`src/design/sfrc_pkg.sv`:
```
// Shared types and constants for the SLIP frame receiver with checksum
`timescale 1ns / 1ps
`default_nettype none

package sfrc_pkg;

    localparam int MAX_FRAME_DEF = 64;
    localparam int CMD_DEPTH     = 2;
    localparam int RES_DEPTH     = 2;

    localparam logic [7:0] DELIM   = 8'hC0;
    localparam logic [7:0] ESC     = 8'hDB;
    localparam logic [7:0] ESC_ESC = 8'hDD;
    localparam logic [7:0] ESC_END = 8'hDC;

    localparam logic [6:0]  RAW_SAT         = 7'd127;
    localparam logic [6:0]  MIN_RAW_RESET   = 7'd5;
    localparam logic [15:0] LINK_READY_RESET = 16'hFDE2;

    typedef enum logic [0:0] {
        REG_MIN_RAW    = 1'b0,
        REG_LINK_READY = 1'b1
    } reg_index_t;

    typedef enum logic [1:0] {
        ST_GOOD  = 2'd0,
        ST_CSUM  = 2'd1,
        ST_SHORT = 2'd2,
        ST_LONG  = 2'd3
    } status_t;

    typedef struct packed {
        logic        frame_end;
        logic        latch;
        logic [7:0]  data;
        logic [5:0]  idx;
        status_t     status;
        logic [15:0] fn;
        logic [15:0] src;
    } cmd_t;

    typedef struct packed {
        logic        frame_end;
        logic [7:0]  data;
        logic [5:0]  idx;
        status_t     status;
        logic [15:0] fn;
        logic [15:0] src;
        logic [15:0] slave;
    } res_t;

endpackage

`default_nettype wire

```
`src/design/sfrc_fifo.sv`:
```
// Small register queue used between the stages and at the result side
`timescale 1ns / 1ps
`default_nettype none

module sfrc_fifo #(
    parameter int WIDTH = 8,
    parameter int DEPTH = 2
) (
    input  wire logic             clk,
    input  wire logic             rst_n,
    input  wire logic             wr_en,
    input  wire logic [WIDTH-1:0] wr_data,
    output logic                  full,
    input  wire logic             rd_en,
    output logic [WIDTH-1:0]      rd_data,
    output logic                  empty
);

    localparam int PW = (DEPTH > 1) ? $clog2(DEPTH) : 1;
    localparam int CW = $clog2(DEPTH + 1);

    logic [WIDTH-1:0] mem_reg [DEPTH];
    logic [PW-1:0]    wr_ptr_reg, wr_ptr_next;
    logic [PW-1:0]    rd_ptr_reg, rd_ptr_next;
    logic [CW-1:0]    count_reg, count_next;
    logic             do_wr, do_rd;

    assign full    = (count_reg == CW'(DEPTH));
    assign empty   = (count_reg == '0);
    assign do_wr   = wr_en && !full;
    assign do_rd   = rd_en && !empty;
    assign rd_data = mem_reg[rd_ptr_reg];

    always_comb
    begin
        wr_ptr_next = wr_ptr_reg;
        rd_ptr_next = rd_ptr_reg;
        count_next  = count_reg;
        if (do_wr)
        begin
            wr_ptr_next = (wr_ptr_reg == PW'(DEPTH - 1)) ? '0 : wr_ptr_reg + 1'b1;
        end
        if (do_rd)
        begin
            rd_ptr_next = (rd_ptr_reg == PW'(DEPTH - 1)) ? '0 : rd_ptr_reg + 1'b1;
        end
        if (do_wr && !do_rd)
        begin
            count_next = count_reg + 1'b1;
        end
        else if (do_rd && !do_wr)
        begin
            count_next = count_reg - 1'b1;
        end
    end

    always_ff @(posedge clk or negedge rst_n)
    begin
        if (!rst_n)
        begin
            wr_ptr_reg <= '0;
            rd_ptr_reg <= '0;
            count_reg  <= '0;
        end
        else
        begin
            wr_ptr_reg <= wr_ptr_next;
            rd_ptr_reg <= rd_ptr_next;
            count_reg  <= count_next;
        end
    end

    always_ff @(posedge clk)
    begin
        if (do_wr)
        begin
            mem_reg[wr_ptr_reg] <= wr_data;
        end
    end

endmodule

`default_nettype wire

```
`src/design/sfrc_front.sv`:
```
// Front stage: configuration, unescaping, frame tracking and checksum verdict
`timescale 1ns / 1ps
`default_nettype none

module sfrc_front #(
    parameter int MAX_FRAME = sfrc_pkg::MAX_FRAME_DEF
) (
    input  wire logic              clk,
    input  wire logic              rst_n,
    input  wire logic              wr_en,
    input  wire logic [0:0]        wr_index,
    input  wire logic [15:0]       wr_data,
    input  wire logic              accept,
    input  wire logic [7:0]        rx_byte,
    output logic                   cmd_valid,
    output sfrc_pkg::cmd_t         cmd
);

    import sfrc_pkg::*;

    localparam int CW = $clog2(MAX_FRAME);
    localparam logic [CW-1:0] CAP = CW'(MAX_FRAME - 2);

    logic [6:0]    min_raw_reg;
    logic [15:0]   link_code_reg;

    logic          in_frame_reg, in_frame_next;
    logic          esc_reg, esc_next;
    logic [6:0]    raw_reg, raw_next;
    logic [CW-1:0] dec_reg, dec_next;
    logic [7:0]    sum_reg, sum_next;
    logic [7:0]    held_reg, held_next;
    logic [15:0]   fn_reg, fn_next;
    logic [15:0]   src_reg, src_next;

    logic [6:0]    raw_inc;
    logic [7:0]    dec_byte;
    status_t       st;

    assign raw_inc  = (raw_reg < RAW_SAT) ? raw_reg + 7'd1 : raw_reg;
    assign dec_byte = !esc_reg ? rx_byte : ((rx_byte == ESC_END) ? DELIM : ESC);

    always_comb
    begin
        if (dec_reg > CAP)
        begin
            st = ST_LONG;
        end
        else if (raw_inc < min_raw_reg)
        begin
            st = ST_SHORT;
        end
        else if (sum_reg != held_reg)
        begin
            st = ST_CSUM;
        end
        else
        begin
            st = ST_GOOD;
        end
    end

    always_comb
    begin
        in_frame_next = in_frame_reg;
        esc_next      = esc_reg;
        raw_next      = raw_reg;
        dec_next      = dec_reg;
        sum_next      = sum_reg;
        held_next     = held_reg;
        fn_next       = fn_reg;
        src_next      = src_reg;
        cmd_valid     = 1'b0;
        cmd           = '0;
        if (accept)
        begin
            if (!in_frame_reg || (rx_byte == DELIM && st == ST_SHORT))
            begin
                if (rx_byte == DELIM)
                begin
                    in_frame_next = 1'b1;
                    esc_next      = 1'b0;
                    raw_next      = 7'd1;
                    dec_next      = '0;
                    sum_next      = '0;
                    held_next     = '0;
                    fn_next       = '0;
                    src_next      = '0;
                end
            end
            else if (rx_byte == DELIM)
            begin
                in_frame_next = 1'b0;
            end
            if (in_frame_reg)
            begin
                if (rx_byte == DELIM)
                begin
                    cmd_valid     = 1'b1;
                    cmd.frame_end = 1'b1;
                    cmd.status    = st;
                    cmd.fn        = fn_reg;
                    cmd.src       = src_reg;
                    cmd.latch     = (st == ST_GOOD) && (fn_reg == link_code_reg);
                end
                else
                begin
                    raw_next = raw_inc;
                    if (!esc_reg && rx_byte == ESC)
                    begin
                        esc_next = 1'b1;
                    end
                    else
                    begin
                        esc_next = 1'b0;
                        if (dec_reg >= CAP)
                        begin
                            dec_next = CAP + 1'b1;
                        end
                        else
                        begin
                            if (dec_reg >= CW'(2))
                            begin
                                sum_next = sum_reg + held_reg;
                            end
                            held_next = dec_byte;
                            if (dec_reg == CW'(0))
                            begin
                                fn_next = {dec_byte, fn_reg[7:0]};
                            end
                            else if (dec_reg == CW'(1))
                            begin
                                fn_next = {fn_reg[15:8], dec_byte};
                            end
                            else if (dec_reg == CW'(2))
                            begin
                                src_next = {dec_byte, src_reg[7:0]};
                            end
                            else if (dec_reg == CW'(3))
                            begin
                                src_next = {src_reg[15:8], dec_byte};
                            end
                            dec_next  = dec_reg + 1'b1;
                            cmd_valid = 1'b1;
                            cmd.data  = dec_byte;
                            cmd.idx   = 6'(dec_reg);
                        end
                    end
                end
            end
        end
    end

    always_ff @(posedge clk or negedge rst_n)
    begin
        if (!rst_n)
        begin
            min_raw_reg   <= MIN_RAW_RESET;
            link_code_reg <= LINK_READY_RESET;
        end
        else if (wr_en)
        begin
            case (reg_index_t'(wr_index))
                REG_MIN_RAW:    min_raw_reg   <= wr_data[6:0];
                REG_LINK_READY: link_code_reg <= wr_data;
                default:        min_raw_reg   <= min_raw_reg;
            endcase
        end
    end

    always_ff @(posedge clk or negedge rst_n)
    begin
        if (!rst_n)
        begin
            in_frame_reg <= 1'b0;
            esc_reg      <= 1'b0;
            raw_reg      <= '0;
            dec_reg      <= '0;
            sum_reg      <= '0;
            held_reg     <= '0;
            fn_reg       <= '0;
            src_reg      <= '0;
        end
        else
        begin
            in_frame_reg <= in_frame_next;
            esc_reg      <= esc_next;
            raw_reg      <= raw_next;
            dec_reg      <= dec_next;
            sum_reg      <= sum_next;
            held_reg     <= held_next;
            fn_reg       <= fn_next;
            src_reg      <= src_next;
        end
    end

endmodule

`default_nettype wire

```
`src/design/sfrc_back.sv`:
```
// Back stage: slave id latch and result formatting
`timescale 1ns / 1ps
`default_nettype none

module sfrc_back (
    input  wire logic           clk,
    input  wire logic           rst_n,
    input  wire logic           cmd_valid,
    input  wire sfrc_pkg::cmd_t cmd,
    output logic                cmd_pop,
    input  wire logic           res_full,
    output logic                res_push,
    output sfrc_pkg::res_t      res
);

    import sfrc_pkg::*;

    logic [15:0] slave_reg, slave_next;

    assign cmd_pop  = cmd_valid && !res_full;
    assign res_push = cmd_pop;

    always_comb
    begin
        slave_next = slave_reg;
        if (cmd_pop && cmd.frame_end && cmd.latch)
        begin
            slave_next = cmd.src;
        end
        res.frame_end = cmd.frame_end;
        res.data      = cmd.data;
        res.idx       = cmd.idx;
        res.status    = cmd.status;
        res.fn        = cmd.fn;
        res.src       = cmd.src;
        res.slave     = (cmd.frame_end && cmd.latch) ? cmd.src : slave_reg;
    end

    always_ff @(posedge clk or negedge rst_n)
    begin
        if (!rst_n)
        begin
            slave_reg <= '0;
        end
        else
        begin
            slave_reg <= slave_next;
        end
    end

endmodule

`default_nettype wire

```
`src/design/slip_frame_receiver_checksum_unit.sv`:
```
// Top level of the SLIP frame receiver with byte-sum checksum
// Path: a result is registered in the command queue, then the back stage
//   moves it into the result queue while that has room; pop takes it out.
// Throughput: one byte per cycle unless full; one or no result per byte.
// Reset: frame state idle, slave id 0, min_raw_length 5, link_ready_code
//   0xFDE2, both queues empty.
`timescale 1ns / 1ps
`default_nettype none

module slip_frame_receiver_checksum_unit #(
    parameter int MAX_FRAME = sfrc_pkg::MAX_FRAME_DEF
) (
    input  wire logic        clk,
    input  wire logic        rst_n,
    input  wire logic        wr_en,
    input  wire logic [0:0]  wr_index,
    input  wire logic [15:0] wr_data,
    input  wire logic        push,
    output logic             full,
    input  wire logic [7:0]  rx_byte,
    output logic             empty,
    input  wire logic        pop,
    output logic [7:0]       data_byte,
    output logic [5:0]       byte_index,
    output logic             frame_end,
    output logic [1:0]       status,
    output logic [15:0]      function_code,
    output logic [15:0]      source_id,
    output logic [15:0]      slave_id
);

    import sfrc_pkg::*;

    logic accept;
    logic cmd_valid_in, cmd_empty, cmd_pop;
    cmd_t cmd_in, cmd_out;
    logic res_full, res_push;
    res_t res_in, res_out;

    assign accept = push && !full;

    sfrc_front #(
        .MAX_FRAME(MAX_FRAME)
    ) u_front (
        .clk      (clk),
        .rst_n    (rst_n),
        .wr_en    (wr_en),
        .wr_index (wr_index),
        .wr_data  (wr_data),
        .accept   (accept),
        .rx_byte  (rx_byte),
        .cmd_valid(cmd_valid_in),
        .cmd      (cmd_in)
    );

    sfrc_fifo #(
        .WIDTH($bits(cmd_t)),
        .DEPTH(CMD_DEPTH)
    ) u_cmd_q (
        .clk    (clk),
        .rst_n  (rst_n),
        .wr_en  (cmd_valid_in),
        .wr_data(cmd_in),
        .full   (full),
        .rd_en  (cmd_pop),
        .rd_data(cmd_out),
        .empty  (cmd_empty)
    );

    sfrc_back u_back (
        .clk      (clk),
        .rst_n    (rst_n),
        .cmd_valid(!cmd_empty),
        .cmd      (cmd_out),
        .cmd_pop  (cmd_pop),
        .res_full (res_full),
        .res_push (res_push),
        .res      (res_in)
    );

    sfrc_fifo #(
        .WIDTH($bits(res_t)),
        .DEPTH(RES_DEPTH)
    ) u_res_q (
        .clk    (clk),
        .rst_n  (rst_n),
        .wr_en  (res_push),
        .wr_data(res_in),
        .full   (res_full),
        .rd_en  (pop),
        .rd_data(res_out),
        .empty  (empty)
    );

    assign data_byte     = res_out.data;
    assign byte_index    = res_out.idx;
    assign frame_end     = res_out.frame_end;
    assign status        = res_out.status;
    assign function_code = res_out.fn;
    assign source_id     = res_out.src;
    assign slave_id      = res_out.slave;

endmodule

`default_nettype wire

```
`config.mk`:
```
export PLATFORM = sky130hd
export DESIGN_NAME = slip_frame_receiver_checksum_unit
export DESIGN_NICKNAME = d
export VERILOG_FILES = /design/src/design/sfrc_pkg.sv /design/src/design/sfrc_fifo.sv /design/src/design/sfrc_front.sv /design/src/design/sfrc_back.sv /design/src/design/slip_frame_receiver_checksum_unit.sv
export SDC_FILE = /design/constraint.sdc
export NUM_CORES = 1
export LEC_CHECK = 0
export BUFFER_PORTS_ARGS = -buffer_cell sky130_fd_sc_hd__buf_2
export CORE_UTILIZATION = 55
export DETAILED_ROUTE_END_ITERATION = 8
export PLACE_DENSITY = 0.74
export SYNTH_ARGS = -nofsm -noshare
export SYNTH_HDL_FRONTEND = slang
export SYNTH_SLANG_ARGS = --single-unit
```
`constraint.sdc`:
```
create_clock -name clk -period 8.1 [get_ports clk]
set_input_delay 0.405 -clock clk [delete_from_list [all_inputs] [get_ports clk]]
set_output_delay 0.405 -clock clk [all_outputs]
set_load 0.005 [all_outputs]
```
Word level (Yosys, flattened, before mapping)

Memory sizes are Yosys's and may differ from the RTL's.
Index checks and enable logic that the tools add are counted.
Widths: inputs -> output; s select.

Memories kept: 2
Memory bits (writable): 230
Register bits after elaboration: 110
Output and inout port bits: 67
Bits of input ports: 30
Logic and storage cells: 173

$lt $le $gt $ge: 5
Add/subtract/negate cells: 11
Bitwise gates (word level): 1
Reductions and logical operators: 40
Multiplexer cells: 80
Equality and inequality tests: 15

Memory list:

| memory          | words | width | rd ports | clocked after memory_dff | write ports | RTL line        | text |
|---|---|---|---|---|---|---|---|
| u_res_q.mem_reg | 2     | 65    | 1        | 0                        | 1           | sfrc_fifo.sv:22 | `logic [WIDTH-1:0] mem_reg [DEPTH];` |
| u_cmd_q.mem_reg | 2     | 50    | 1        | 0                        | 1           | sfrc_fifo.sv:22 |  |

Operators with widths:

| kind                | count |
|---|---|
| $mux 16             | 19 |
| $mux 8              | 14 |
| $mux 50             | 2 |
| $mux 14             | 3 |
| $mux 6              | 6 |
| $mux 7              | 5 |
| $mux 34             | 1 |
| $eq 8x8->1 const B  | 3 |
| $mux 1              | 22 |
| $eq 16x16->1        | 1 |
| $logic_and 1x1->1   | 16 |
| $mux 2              | 7 |
| $reduce_and 2->1    | 7 |
| $eq 6x2->1 const B  | 2 |
| $logic_not 1->1     | 10 |
| $add 8x8->8         | 1 |
| $ne 8x8->1          | 1 |
| $ne 8x8->1 const B  | 1 |
| $add 7x1->7 const B | 1 |
| $lt 7x7->1          | 1 |
| $lt 7x7->1 const B  | 1 |
| $ne 7x7->1 const B  | 1 |
| $add 6x1->6 const B | 1 |
| $eq 2x2->1 const B  | 3 |
| other kinds (15)    | 23 |

Logic depth before layout (Yosys ltp)

Gate-level depths: netlist of run 1.

Depth after elaboration: 17
Depth in mapped cells: 13
Mapped depth without buffers: 12

Modules after synthesis

A second synthesis of run 1 with hierarchy kept.

Cells, all modules: 1,052
Area, all modules: 15,522.4 µm²

By module, submodules not included:

| module                            | sequential area each (µm²) | area each (µm²) | times used | cells an instance |
|---|---|---|---|---|
| sfrc_front                        | 2,168.3                    | 5,166.2         | 1          | 551 |
| sfrc_fifo at u_res_q              | 4,003.8                    | 5,048.6         | 1          | 221 |
| sfrc_fifo at u_cmd_q              | 3,103.0                    | 4,057.6         | 1          | 175 |
| sfrc_back                         | 400.4                      | 1,232.4         | 1          | 103 |
| slip_frame_receiver_checksum_unit | 0.0                        | 17.5            | 1          | 2 |

Least setup slack after synthesis of run 1

Ideal clock, no wire load.

Kind: input -> register
From: in rx_byte[0]
To: mem u_cmd_q.mem_reg[1][0] (netlist name), enable pin
Stages on the path: 6
Arrival time: 3.892 ns
Data required time: 7.636 ns
Slack: 3.745 ns
Setup time: 0.464 ns
Buffers on the path: 1
Path through: or4_4 > or3_1 > buf_2 > nor2_1 > nor2_1 > nor2b_1

Word-level cells in the longest chain between the ends: 9
Elaborated cells on any way between the ends: 10
Classes of those cells: eq/ne (2); mux (6); reduce/logical (2)

RTL lines:

| what                             | RTL line                                | text |
|---|---|---|
| start, declared                  | slip_frame_receiver_checksum_unit.sv:20 | `input wire logic [7:0] rx_byte,` |
| $eq 8x8->1                       | sfrc_front.sv:109                       | `if (!esc_reg && rx_byte == ESC)` |
| $logic_and 1x1->1                | sfrc_front.sv:109                       |  |
| $mux 1                           | sfrc_front.sv:109                       |  |
| $mux 1 (*)                       | sfrc_front.sv:97                        | `if (rx_byte == DELIM)` |
| $mux 1 (*)                       | sfrc_front.sv:95                        | `if (in_frame_reg)` |
| $mux 1 (*)                       | sfrc_front.sv:75                        | `if (accept)` |
| $logic_and 1x1->1 (*)            | sfrc_fifo.sv:30                         | `assign do_wr = wr_en && !full;` |
| $mux 1 (*)                       | sfrc_fifo.sv:75                         | `if (do_wr)` |
| $mux 1 (not written as such) (*) | sfrc_fifo.sv:77                         | `mem_reg[wr_ptr_reg] <= wr_data;` |
| end, declared                    | sfrc_fifo.sv:22                         |  |

Every way passes the cells marked *; elsewhere a longest branch is shown, timed or not.

Final worst setup path of run 1

From: reg u_front.raw_reg[0]
To: reg u_front.held_reg[6]

Word-level cells in the longest chain between the ends: 13
Elaborated cells on any way between the ends: 14
Classes of those cells: add/sub (1); order compare (2); eq/ne (1); mux (8); reduce/logical (2)

RTL lines:

| what                                      | RTL line          | text |
|---|---|---|
| start, declared                           | sfrc_front.sv:29  | `logic [6:0] raw_reg, raw_next;` |
| start signal, assigned                    | sfrc_front.sv:188 | `raw_reg <= raw_next;` |
| $add 7x1->7 or $lt 7x7->1 (tied branches) | sfrc_front.sv:40  | `assign raw_inc = (raw_reg < RAW_SAT) ? raw_reg + 7'd1 : raw_reg;` |
| $mux 7 (*)                                | sfrc_front.sv:40  |  |
| $lt 7x7->1 (*)                            | sfrc_front.sv:49  | `else if (raw_inc < min_raw_reg)` |
| $mux 2 (*)                                | sfrc_front.sv:49  |  |
| $mux 2 (*)                                | sfrc_front.sv:45  | `if (dec_reg > CAP)` |
| $eq 2x2->1 (*)                            | sfrc_front.sv:77  | `if (!in_frame_reg \|\| (rx_byte == DELIM && st == ST_SHORT))` |
| $logic_and 1x1->1 (*)                     | sfrc_front.sv:77  |  |
| $logic_or 1x1->1 (*)                      | sfrc_front.sv:77  |  |
| $mux 8 (*)                                | sfrc_front.sv:77  |  |
| $mux 8                                    | sfrc_front.sv:116 | `if (dec_reg >= CAP)` |
| $mux 8                                    | sfrc_front.sv:109 |  |
| $mux 8                                    | sfrc_front.sv:97  |  |
| $mux 8 (*)                                | sfrc_front.sv:95  |  |
| end signal, assigned                      | sfrc_front.sv:191 | `held_reg <= held_next;` |
| end, declared                             | sfrc_front.sv:32  | `logic [7:0] held_reg, held_next;` |

Marked as above.
A chain may end at the register's enable or synchronous reset.

==> results of run 1 <==
==> metal layers <==
metal / routed length [µm] / GRT usage / vias up / share of wire
li1: - / - / 3965 / -
met1: 11800 / 0.291 / 4096 / 0.43
met2: 13700 / 0.357 / 230 / 0.50
met3: 1390 / 0.0373 / 53 / 0.050
met4: 746 / 0.0752 / 0 / 0.027
met5: 0 / 0 / - / 0
==> worst max-delay path, delay by kind of cell, from the launching register on <==
family	cells	cell delay, ns
flops	1	0.43
simple gates	5	1.04
buf+inv	1	0.33
fa+ha+maj	1	0.25
compound gates	4	1.35
==> area by class of cell <==
| cell class | count | area [µm²] |
|---|---|---|
| Multi-Input combinational cell | 600 | 4350 |
| Fill cell | 1807 | 8990 |
| Tap cell | 330 | 413 |
| Timing Repair Buffer | 112 | 606 |
| Clock inverter | 13 | 145 |
| Inverter | 38 | 143 |
| Clock buffer | 49 | 1000 |
| Sequential cell | 340 | 9680 |
==> worst min path at each step <==
stage | start | end | cells past startpoint
after floorplan | rst_n | u_back.slave_reg[0] | 0
after CTS | wr_data[15] | u_front.link_code_reg[15] | 2
after global placement | rst_n | u_front.held_reg[2] | 1
final | wr_data[15] | u_front.link_code_reg[15] | 2
after detailed placement | rst_n | u_front.sum_reg[2] | 1
after global routing | wr_data[7] | u_front.link_code_reg[7] | 2
==> cell usage in the layout, fill, tap and decap left out, types with 3 or more instances in the layout <==
cell and n:
edfxtp_1 230, mux2_2 114, buf_2 95, dfrtp_1 95, nor2_1 77, a21oi_1 57, nand2_1 54, inv_1 38
and2_1 38, clkbuf_16 37, xnor2_1 27, o2bb2ai_1 23, nor3_1 22, mux2i_1 21, ha_1 20, nand3_1 17
o21ai_0 17, o22ai_1 16, buf_4 16, dfstp_2 13, o211ai_1 12, clkbuf_1 9, nand4_1 7, clkinv_2 7
xor2_1 6, or3_1 5, nand2b_1 4, nor4_1 4, o21a_1 3, o21bai_1 3, or2_2 3, and3_1 3
a211oi_1 3, nor2_4 3, a21o_1 3, bufinv_16 3, clkbuf_8 3
==> power groups by stage <==
| stage | clock network, mW | registers, mW | logic [mW] |
|---|---|---|---|
| CTS | 1.62 | 2.75 | 1.83 |
| global route | 1.69 | 2.80 | 2.00 |
| finish | 1.58 | 2.75 | 1.79 |
| floorplan | 0 | 2.72 | 1.23 |
| global placement | 0 | 2.75 | 1.78 |
| detailed placement | 0 | 2.78 | 1.81 |
==> through the flow <==
| stage | hold slack, ns | setup slack [ns] | area (µm²) |
|---|---|---|---|
| floorplan | 0.109 | 3.74 | 14300 |
| global placement | 0.459 | 4.67 | 15200 |
| detailed placement | 0.457 | 4.58 | 15200 |
| CTS | 0.112 | 4.58 | 16300 |
| global route | 0.122 | 4.28 | 16300 |
| finish | 0.133 | 4.53 | 16300 |
==> timing repair <==
action | 4_1_cts | 5_1_grt
hold endpoints to repair | 33 | 0
hold buffers | 1 | 0
gates resized for setup | 0 | 0
==> logic make-up (layout without fill, tap and decap cells) <==
kind of cell | count (synthesis) | count (layout) | share of synthesized area
compound gates | 157 | 157 | 0.0713
simple gates | 254 | 254 | 0.0865
xor+xnor | 33 | 33 | 0.0202
buf+inv | 81 | 212 | 0.0225
fa+ha+maj | 21 | 21 | 0.0189
flops | 340 | 340 | 0.676
mux | 135 | 135 | 0.104
==> results.toml, run 1 <==
[outcome]
outcome = "completed"

[placed_design]
placedCellCount = 1419
place.gp.congestion = 0.875
port_buffers = 96
dp_hpwl_mm = 17.4

[timing]
min_period_over_period = 0.441
setup_viol = 0
tightestPinTransition_ns = 1.16
rsz0062_at_grt = "false"
max_freq_mhz = 280
setup_tns_ns = 0
skew_ns = 0.0160
hold_violations = 0
period_needed_ns = 3.57
slew_violations = 0
relSlewSlack = 0.227

[worst_setup_path]
slowest_stage = "a211oi_2"
crit_fanout = 15
r2r_cells = 11
cp.arrival_ns = 3.91
timing.rr.end = "u_front.held_reg[6]"
critPathMaxStageDelay_ns = 0.56
start_kind = "flop"
endpoint_kind = "flop"
r2r_slack_ns = 4.53
startpoint = "u_front.raw_reg[0]"
path_class = "reg -> reg"
cp_data_required_time_ns = 8.44
path_cells = "nand4_1, or2_2, nand2_1, ha_1, a211oi_1, nor2_1, a211oi_2, nand2_1, a211oi_2, buf_4, o22ai_1"
worstReg2RegStart = "u_front.raw_reg[0]"
crit_path_end = "u_front.held_reg[6]"

[cells_and_area]
num_antenna_cells = 0
drive_above_1_share = 0.267
area_growth_syn_to_layout_pct = 14.1
post-route-util = 0.645
final_cells = 1482
largest_reg_flops = 130
nNetsFinal = 1177

[power_and_ir_drop]
power_mw = 6.13
p_sw_mw = 1.84
p_int_mw = 4.28
p_comb_frac = 0.293
irDropWorstVdd_mv = 0.210
p_seq_frac = 0.449
p_leak_nw = 6.27
power.density_nw_per_um2 = 375
switching_share = 0.301
pwr-share-clk = 0.258

[grt]
grt_antenna_before_repair = 0
grt_pass1_vias = 8429
gr-usage-all-layers = 0.217
grt_overflow_total = 0
grt_pass1_wl_mm = 44.6
grt_max_degree = 67

[yosys]
yosysWarnings = 0
avgSynthCellArea_um2 = 14.0
synth_top_area_share = 0.483
seq_area_frac_synth = 0.676
synth.most_common_cell = "edfxtp_1"
async_reset_ff_frac = 0.324
synth-edff-count = 230
synth_cells = 1021
ys_ff_latch = 340
synth_top_area_cell = "edfxtp_1"
syn_nets = 1072
yosys-top-cells-area = "edfxtp_1 48%, dfrtp_1 17%, mux2_2 9.0%"
synth_common_cells = "230 x edfxtp_1, 114 x mux2_2, 97 x dfrtp_1"
ys_types = 58
synth_flop_cell = "edfxtp_1"
synth.cell_area_um2 = 14300

[run]
max_cap_violations = 0

[route]
wl_per_cell_um = 18.6
firstDrtPassIters = 5
drtIter0Drc = 720
ant_nets = 0
viasPerCell = 5.63
drcViolationCount = 0
wl_mm = 27.6
route.vias.total = 8344

[clocking]
cts_tree = "done"
numCtsBuffers = 34
cts.clk_slew.worst_paths_ns = 0.06
cts.sinks = 340
cts_setup_buffers = 0
cts_buffer_depth = 3
root_buffer = "clkbuf_16"
clock_latency_ns = 0.51
htree_num_levels = 2

[floorplanning]
ios = 97
die_w_um = 163
start_util = 0.565
die_h_um = 163
num_rows = 58
core_um2 = 25300
die-area_um2 = 26700

[worst_hold_path]
hp-class = "in -> reg"
Power figures use the tool's default switching activity.
==> run 2: changes to the inputs <==
Settings changed: CORE_UTILIZATION 55 to 54, PLACE_DENSITY 0.74 to 0.75.
Clock period 8.1 ns to 3.2 ns, I/O delays scaled along.
==> run 2 against run 1 <==
Effect of this change:
- combinational power rose to 2.6 times the previous value
- sequential share of layout area fell by 1.4 points
- global-route usage rose by 0.41 points
==> results.toml, run 2 (synthesis gave the netlist of run 1 again) <==
[route]
firstDrtPassIters = 4
ant_nets = 0
viasPerCell = 5.58
wl_per_cell_um = 18.6
drtIter0Drc = 570
drcViolationCount = 0
wl_mm = 28.3
route.vias.total = 8501

[cells_and_area]
fin_area_um2 = 16700
final_cell_mix = "230 x edfxtp_1, 114 x mux2_2, 95 x buf_2, 95 x dfrtp_1, 77 x nor2_1"
drive_above_1_share = 0.278
nNetsFinal = 1211
mostFrequentLayoutCell = "edfxtp_1"
area_growth_syn_to_layout_pct = 16.9
num_antenna_cells = 0
largest_reg_flops = 130

[clocking]
root_buffer = "clkbuf_16"
numCtsBuffers = 36
cts_buffer_depth = 3
cts_tree = "done"
cts.sinks = 340
cts.clk_slew.worst_paths_ns = 0.06
htree_num_levels = 2
clock_latency_ns = 0.52

[timing]
rsz0062_at_grt = "false"
hold_ws_ns = 0.0196
hold_violations = 0
max_freq_mhz = 341
setup_viol = 0
setup_tns_ns = 0
skew_ns = 0.0265
relSlewSlack = 0.367
slew_violations = 0
tightestPinTransition_ns = 0.946
period_needed_ns = 2.94
min_period_over_period = 0.918

[placed_design]
placed_cell_area_um2 = 15300
place.gp.congestion = 0.870
dp_hpwl_mm = 18.3
port_buffers = 96

[grt]
grt_busiest_layer = "met2"
grtUsageMet3 = 0.0372
grt_overflow_total = 0
grt_antenna_before_repair = 0
grt_max_degree = 65
grt_pass1_wl_mm = 45.7
met1_usage = 0.291
gr-usage-all-layers = 0.221
grt_pass1_vias = 8686
grtUsageMet2 = 0.374

[worst_hold_path]
hp-class = "in -> reg"

[floorplanning]
core_um2 = 26100
die-area_um2 = 27200
die_h_um = 165
die_w_um = 165
ios = 97
start_util = 0.549
num_rows = 59

[worst_setup_path]
cp_data_required_time_ns = 3.60
crit_fanout = 8
start_kind = "flop"
endpoint_kind = "flop"
cp.arrival_ns = 3.34
path_class = "reg -> reg"

[run]
max_cap_violations = 0

[power_and_ir_drop]
p_leak_nw = 6.45
power.density_nw_per_um2 = 938
irDropWorstVdd_mv = 0.649

[outcome]
outcome = "completed"
-- run 2: cell types whose count changed in the layout (fill, tap and decap cells not counted), sizes merged --
cell         before  now
inv              38   39
buf             111  126
bufinv            3    1
dlygate4sd3       1   18
clkinvlp          1    2
clkbuf           49   51
clkinv            9   11
-- run 2: metrics by stage --
| step | util | setup slack (ns) | cells | total power [mW] |
|---|---|---|---|---|
| 2_1_floorplan | - | 0.0444 | 1021 | 9.99 |
| 3_3_place_gp | 0.589 | 0.224 | 1438 | 11.6 |
| 3_5_place_dp | 0.589 | 0.157 | 1438 | 11.7 |
| 4_1_cts | 0.641 | 0.160 | 1522 | 15.9 |
| 5_1_grt | 0.642 | 0.0371 | 1523 | 16.6 |
| 6_report | 0.642 | 0.263 | 1523 | 15.7 |
-- run 2: path summary, 6_finish.rpt --
check	endpoint	depth (start not counted)	slack (ns)	startpoint
max in group asynchronous	u_front.link_code_reg[10]	3	2.16	rst_n
min in group asynchronous	u_front.held_reg[2]	2	0.24	rst_n
hold reg to reg	u_front.src_reg[13]	1	0.48	u_front.src_reg[13]
setup / recovery	u_front.src_reg[10]	11	0.26	u_front.raw_reg[6]
hold / removal	u_res_q.rd_ptr_reg	3	0.02	pop
setup reg to reg	u_front.src_reg[10]	11	0.26	u_front.raw_reg[6]
-- run 2: metal layers --
layer | wire, µm | part of all wire
met1 | 12000 | 0.42
met2 | 14200 | 0.50
met3 | 1480 | 0.052
met4 | 606 | 0.021
met5 | 0 | 0
-- run 2: worst max-delay path, cell delays in order, from the launching register on --
cell,delay [ns]
dfrtp_1,0.42
nand3_1,0.19
or2_2,0.34
nand2_1,0.09
ha_1,0.24
a211oi_1,0.24
nor2_1,0.09
a211oi_2,0.19
buf_4,0.15
a31oi_4,0.14
a221o_2,0.46
a22o_1,0.25
-- run 2: power breakdown --
group,leakage [nW],internal [mW],switching [mW]
combinational,2.36,2.07,2.58
clock,0.584,2.41,1.65
sequential,3.50,6.42,0.558
-- run 2: final cells by class --
class,instances,area (µm²)
multi-input cells,600,4360
fillers,1909,9330
clock inverters,15,129
inverters,38,143
repair buffers,144,942
well taps,335,419
flip-flops and latches,340,9680
clock buffers,51,1060
-- run 2: what timing repair did --
action                     4_1_cts  5_1_grt
resized for setup                0        3
hold endpoints to repair        63        0
buffers inserted                 0        1
setup endpoints to repair        0       15
hold buffers                    18        0
==> run 3: changes to the inputs <==
Settings changed: REMOVE_ABC_BUFFERS set to 1.
==> run 3 against run 2 <==
Effect of this change:
- clock power decreased by 3%
- setup slack got worse by 0.088 ns
- fmax is 2.9% lower
- cell count increased by 0.53%
- critical endpoint unchanged
- combinational power is 1% lower
- register-to-register slack worse by 0.09 ns
- utilization rose by 0.13 points
- first-iteration DRC count rose by 14%
- wire length is 2.0% lower
==> results.toml, run 3 (synthesis gave the netlist of run 1 again) <==
[outcome]
outcome = "completed"

[cells_and_area]
fin_area_um2 = 16800
nNetsFinal = 1219
post-route-util = 0.643
mostFrequentLayoutCell = "edfxtp_1"
final_cell_mix = "230 x edfxtp_1, 114 x mux2_2, 95 x buf_2, 94 x dfrtp_1, 77 x nor2_1"
drive_above_1_share = 0.279
area_growth_syn_to_layout_pct = 17.1
largest_reg_flops = 130

[floorplanning]
die_h_um = 165
die_w_um = 165
ios = 97
die-area_um2 = 27200
start_util = 0.549
core_um2 = 26100
num_rows = 59

[grt]
gr-usage-all-layers = 0.209
grt_max_degree = 63
grt_antenna_before_repair = 1
grt_pass1_wl_mm = 44.0
grt_overflow_total = 0
grt_pass1_vias = 8375

[worst_hold_path]
hp-class = "in -> reg"

[timing]
relSlewSlack = 0.390
setup_tns_ns = 0
period_needed_ns = 3.03
min_period_over_period = 0.945
tightestPinTransition_ns = 0.914
max_freq_mhz = 331
hold_violations = 0
skew_ns = 0.0111
setup_viol = 0
slew_violations = 0

[clocking]
cts_tree = "done"
cts.clk_slew.worst_paths_ns = 0.06
root_buffer = "clkbuf_16"
cts_buffer_depth = 3
htree_num_levels = 2
cts.sinks = 340
clock_latency_ns = 0.51
numCtsBuffers = 35

[route]
wl_per_cell_um = 18.1
route.vias.total = 8537
ant_nets = 0
drcViolationCount = 0
firstDrtPassIters = 5
wl_mm = 27.7
viasPerCell = 5.58
drtIter0Drc = 647

[worst_setup_path]
cp_data_required_time_ns = 3.60
crit_fanout = 8
path_class = "reg -> reg"
endpoint_kind = "flop"
start_kind = "flop"
cp.arrival_ns = 3.42

[power_and_ir_drop]
power_mw = 15.6
power.density_nw_per_um2 = 929
p_leak_nw = 6.46
irDropWorstVdd_mv = 0.722

[placed_design]
port_buffers = 96
place.gp.congestion = 0.897
placed_cell_area_um2 = 15400
dp_hpwl_mm = 18.4

[run]
max_cap_violations = 0
==> run 3: power by group <==
part	leakage (nW)	internal [mW]	switching, mW
Clock	0.545	2.31	1.62
Sequential	3.50	6.41	0.639
Combinational	2.41	2.12	2.47
==> run 3: worst max-delay path, stage by stage, from the launching register on <==
cell and delay [ns]:
dfrtp_1 0.39, ha_2 0.22, nand3_2 0.10, xnor2_1 0.15, nand2_1 0.09, ha_1 0.29
a211oi_1 0.25, nor2_1 0.09, a211oi_2 0.34, a31oi_2 0.20, a221o_2 0.51, a22o_1 0.26
==> run 3: final cells by class <==
type	count	area (µm²)
Timing Repair Buffer	153	1030
Tap cell	335	419
Clock inverter	13	143
Sequential cell	340	9680
Clock buffer	51	977
Antenna cell	1	2.50
Fill cell	1861	9300
Multi-Input combinational cell	600	4360
Inverter	38	143
==> run 3: layer usage <==
metal,global-route usage,up-vias,share of wire
li1,-,4054,-
met3,0.0352,43,0.051
met1,0.281,4213,0.44
met2,0.352,227,0.49
met4,0.0575,0,0.020
met5,0,-,0
==> run 3: path summary, 6_finish.rpt <==
path / startpoint / endpoint / slack, ns / cells past startpoint
setup reg to reg: u_front.raw_reg[1] / u_front.src_reg[10] / 0.17 / 11
hold reg to reg: u_front.src_reg[0] / u_front.src_reg[0] / 0.48 / 1
hold / removal: rx_byte[2] / u_front.esc_reg / 0.09 / 4
max in group asynchronous: rst_n / u_front.link_code_reg[5] / 2.05 / 3
min in group asynchronous: rst_n / u_front.sum_reg[1] / 0.28 / 2
setup / recovery: u_front.raw_reg[1] / u_front.src_reg[10] / 0.17 / 11
==> run 3: stage by stage <==
step	hold WS [ns]	worst slack, ns	std cells
2_1_floorplan	-0.136	-1.80	978
3_3_place_gp	0.300	0.207	1443
3_5_place_dp	0.307	0.121	1443
4_1_cts	0.0691	0.0953	1526
5_1_grt	0.111	-0.0527	1530
6_report	0.0855	0.175	1531
==> run 3: what timing repair did <==
action | CTS | global route
endpoints found under the setup margin | 0 | 17
gates resized for setup | 0 | 6
hold buffers | 19 | 0
buffers inserted | 0 | 4
endpoints found under the hold margin | 80 | 0
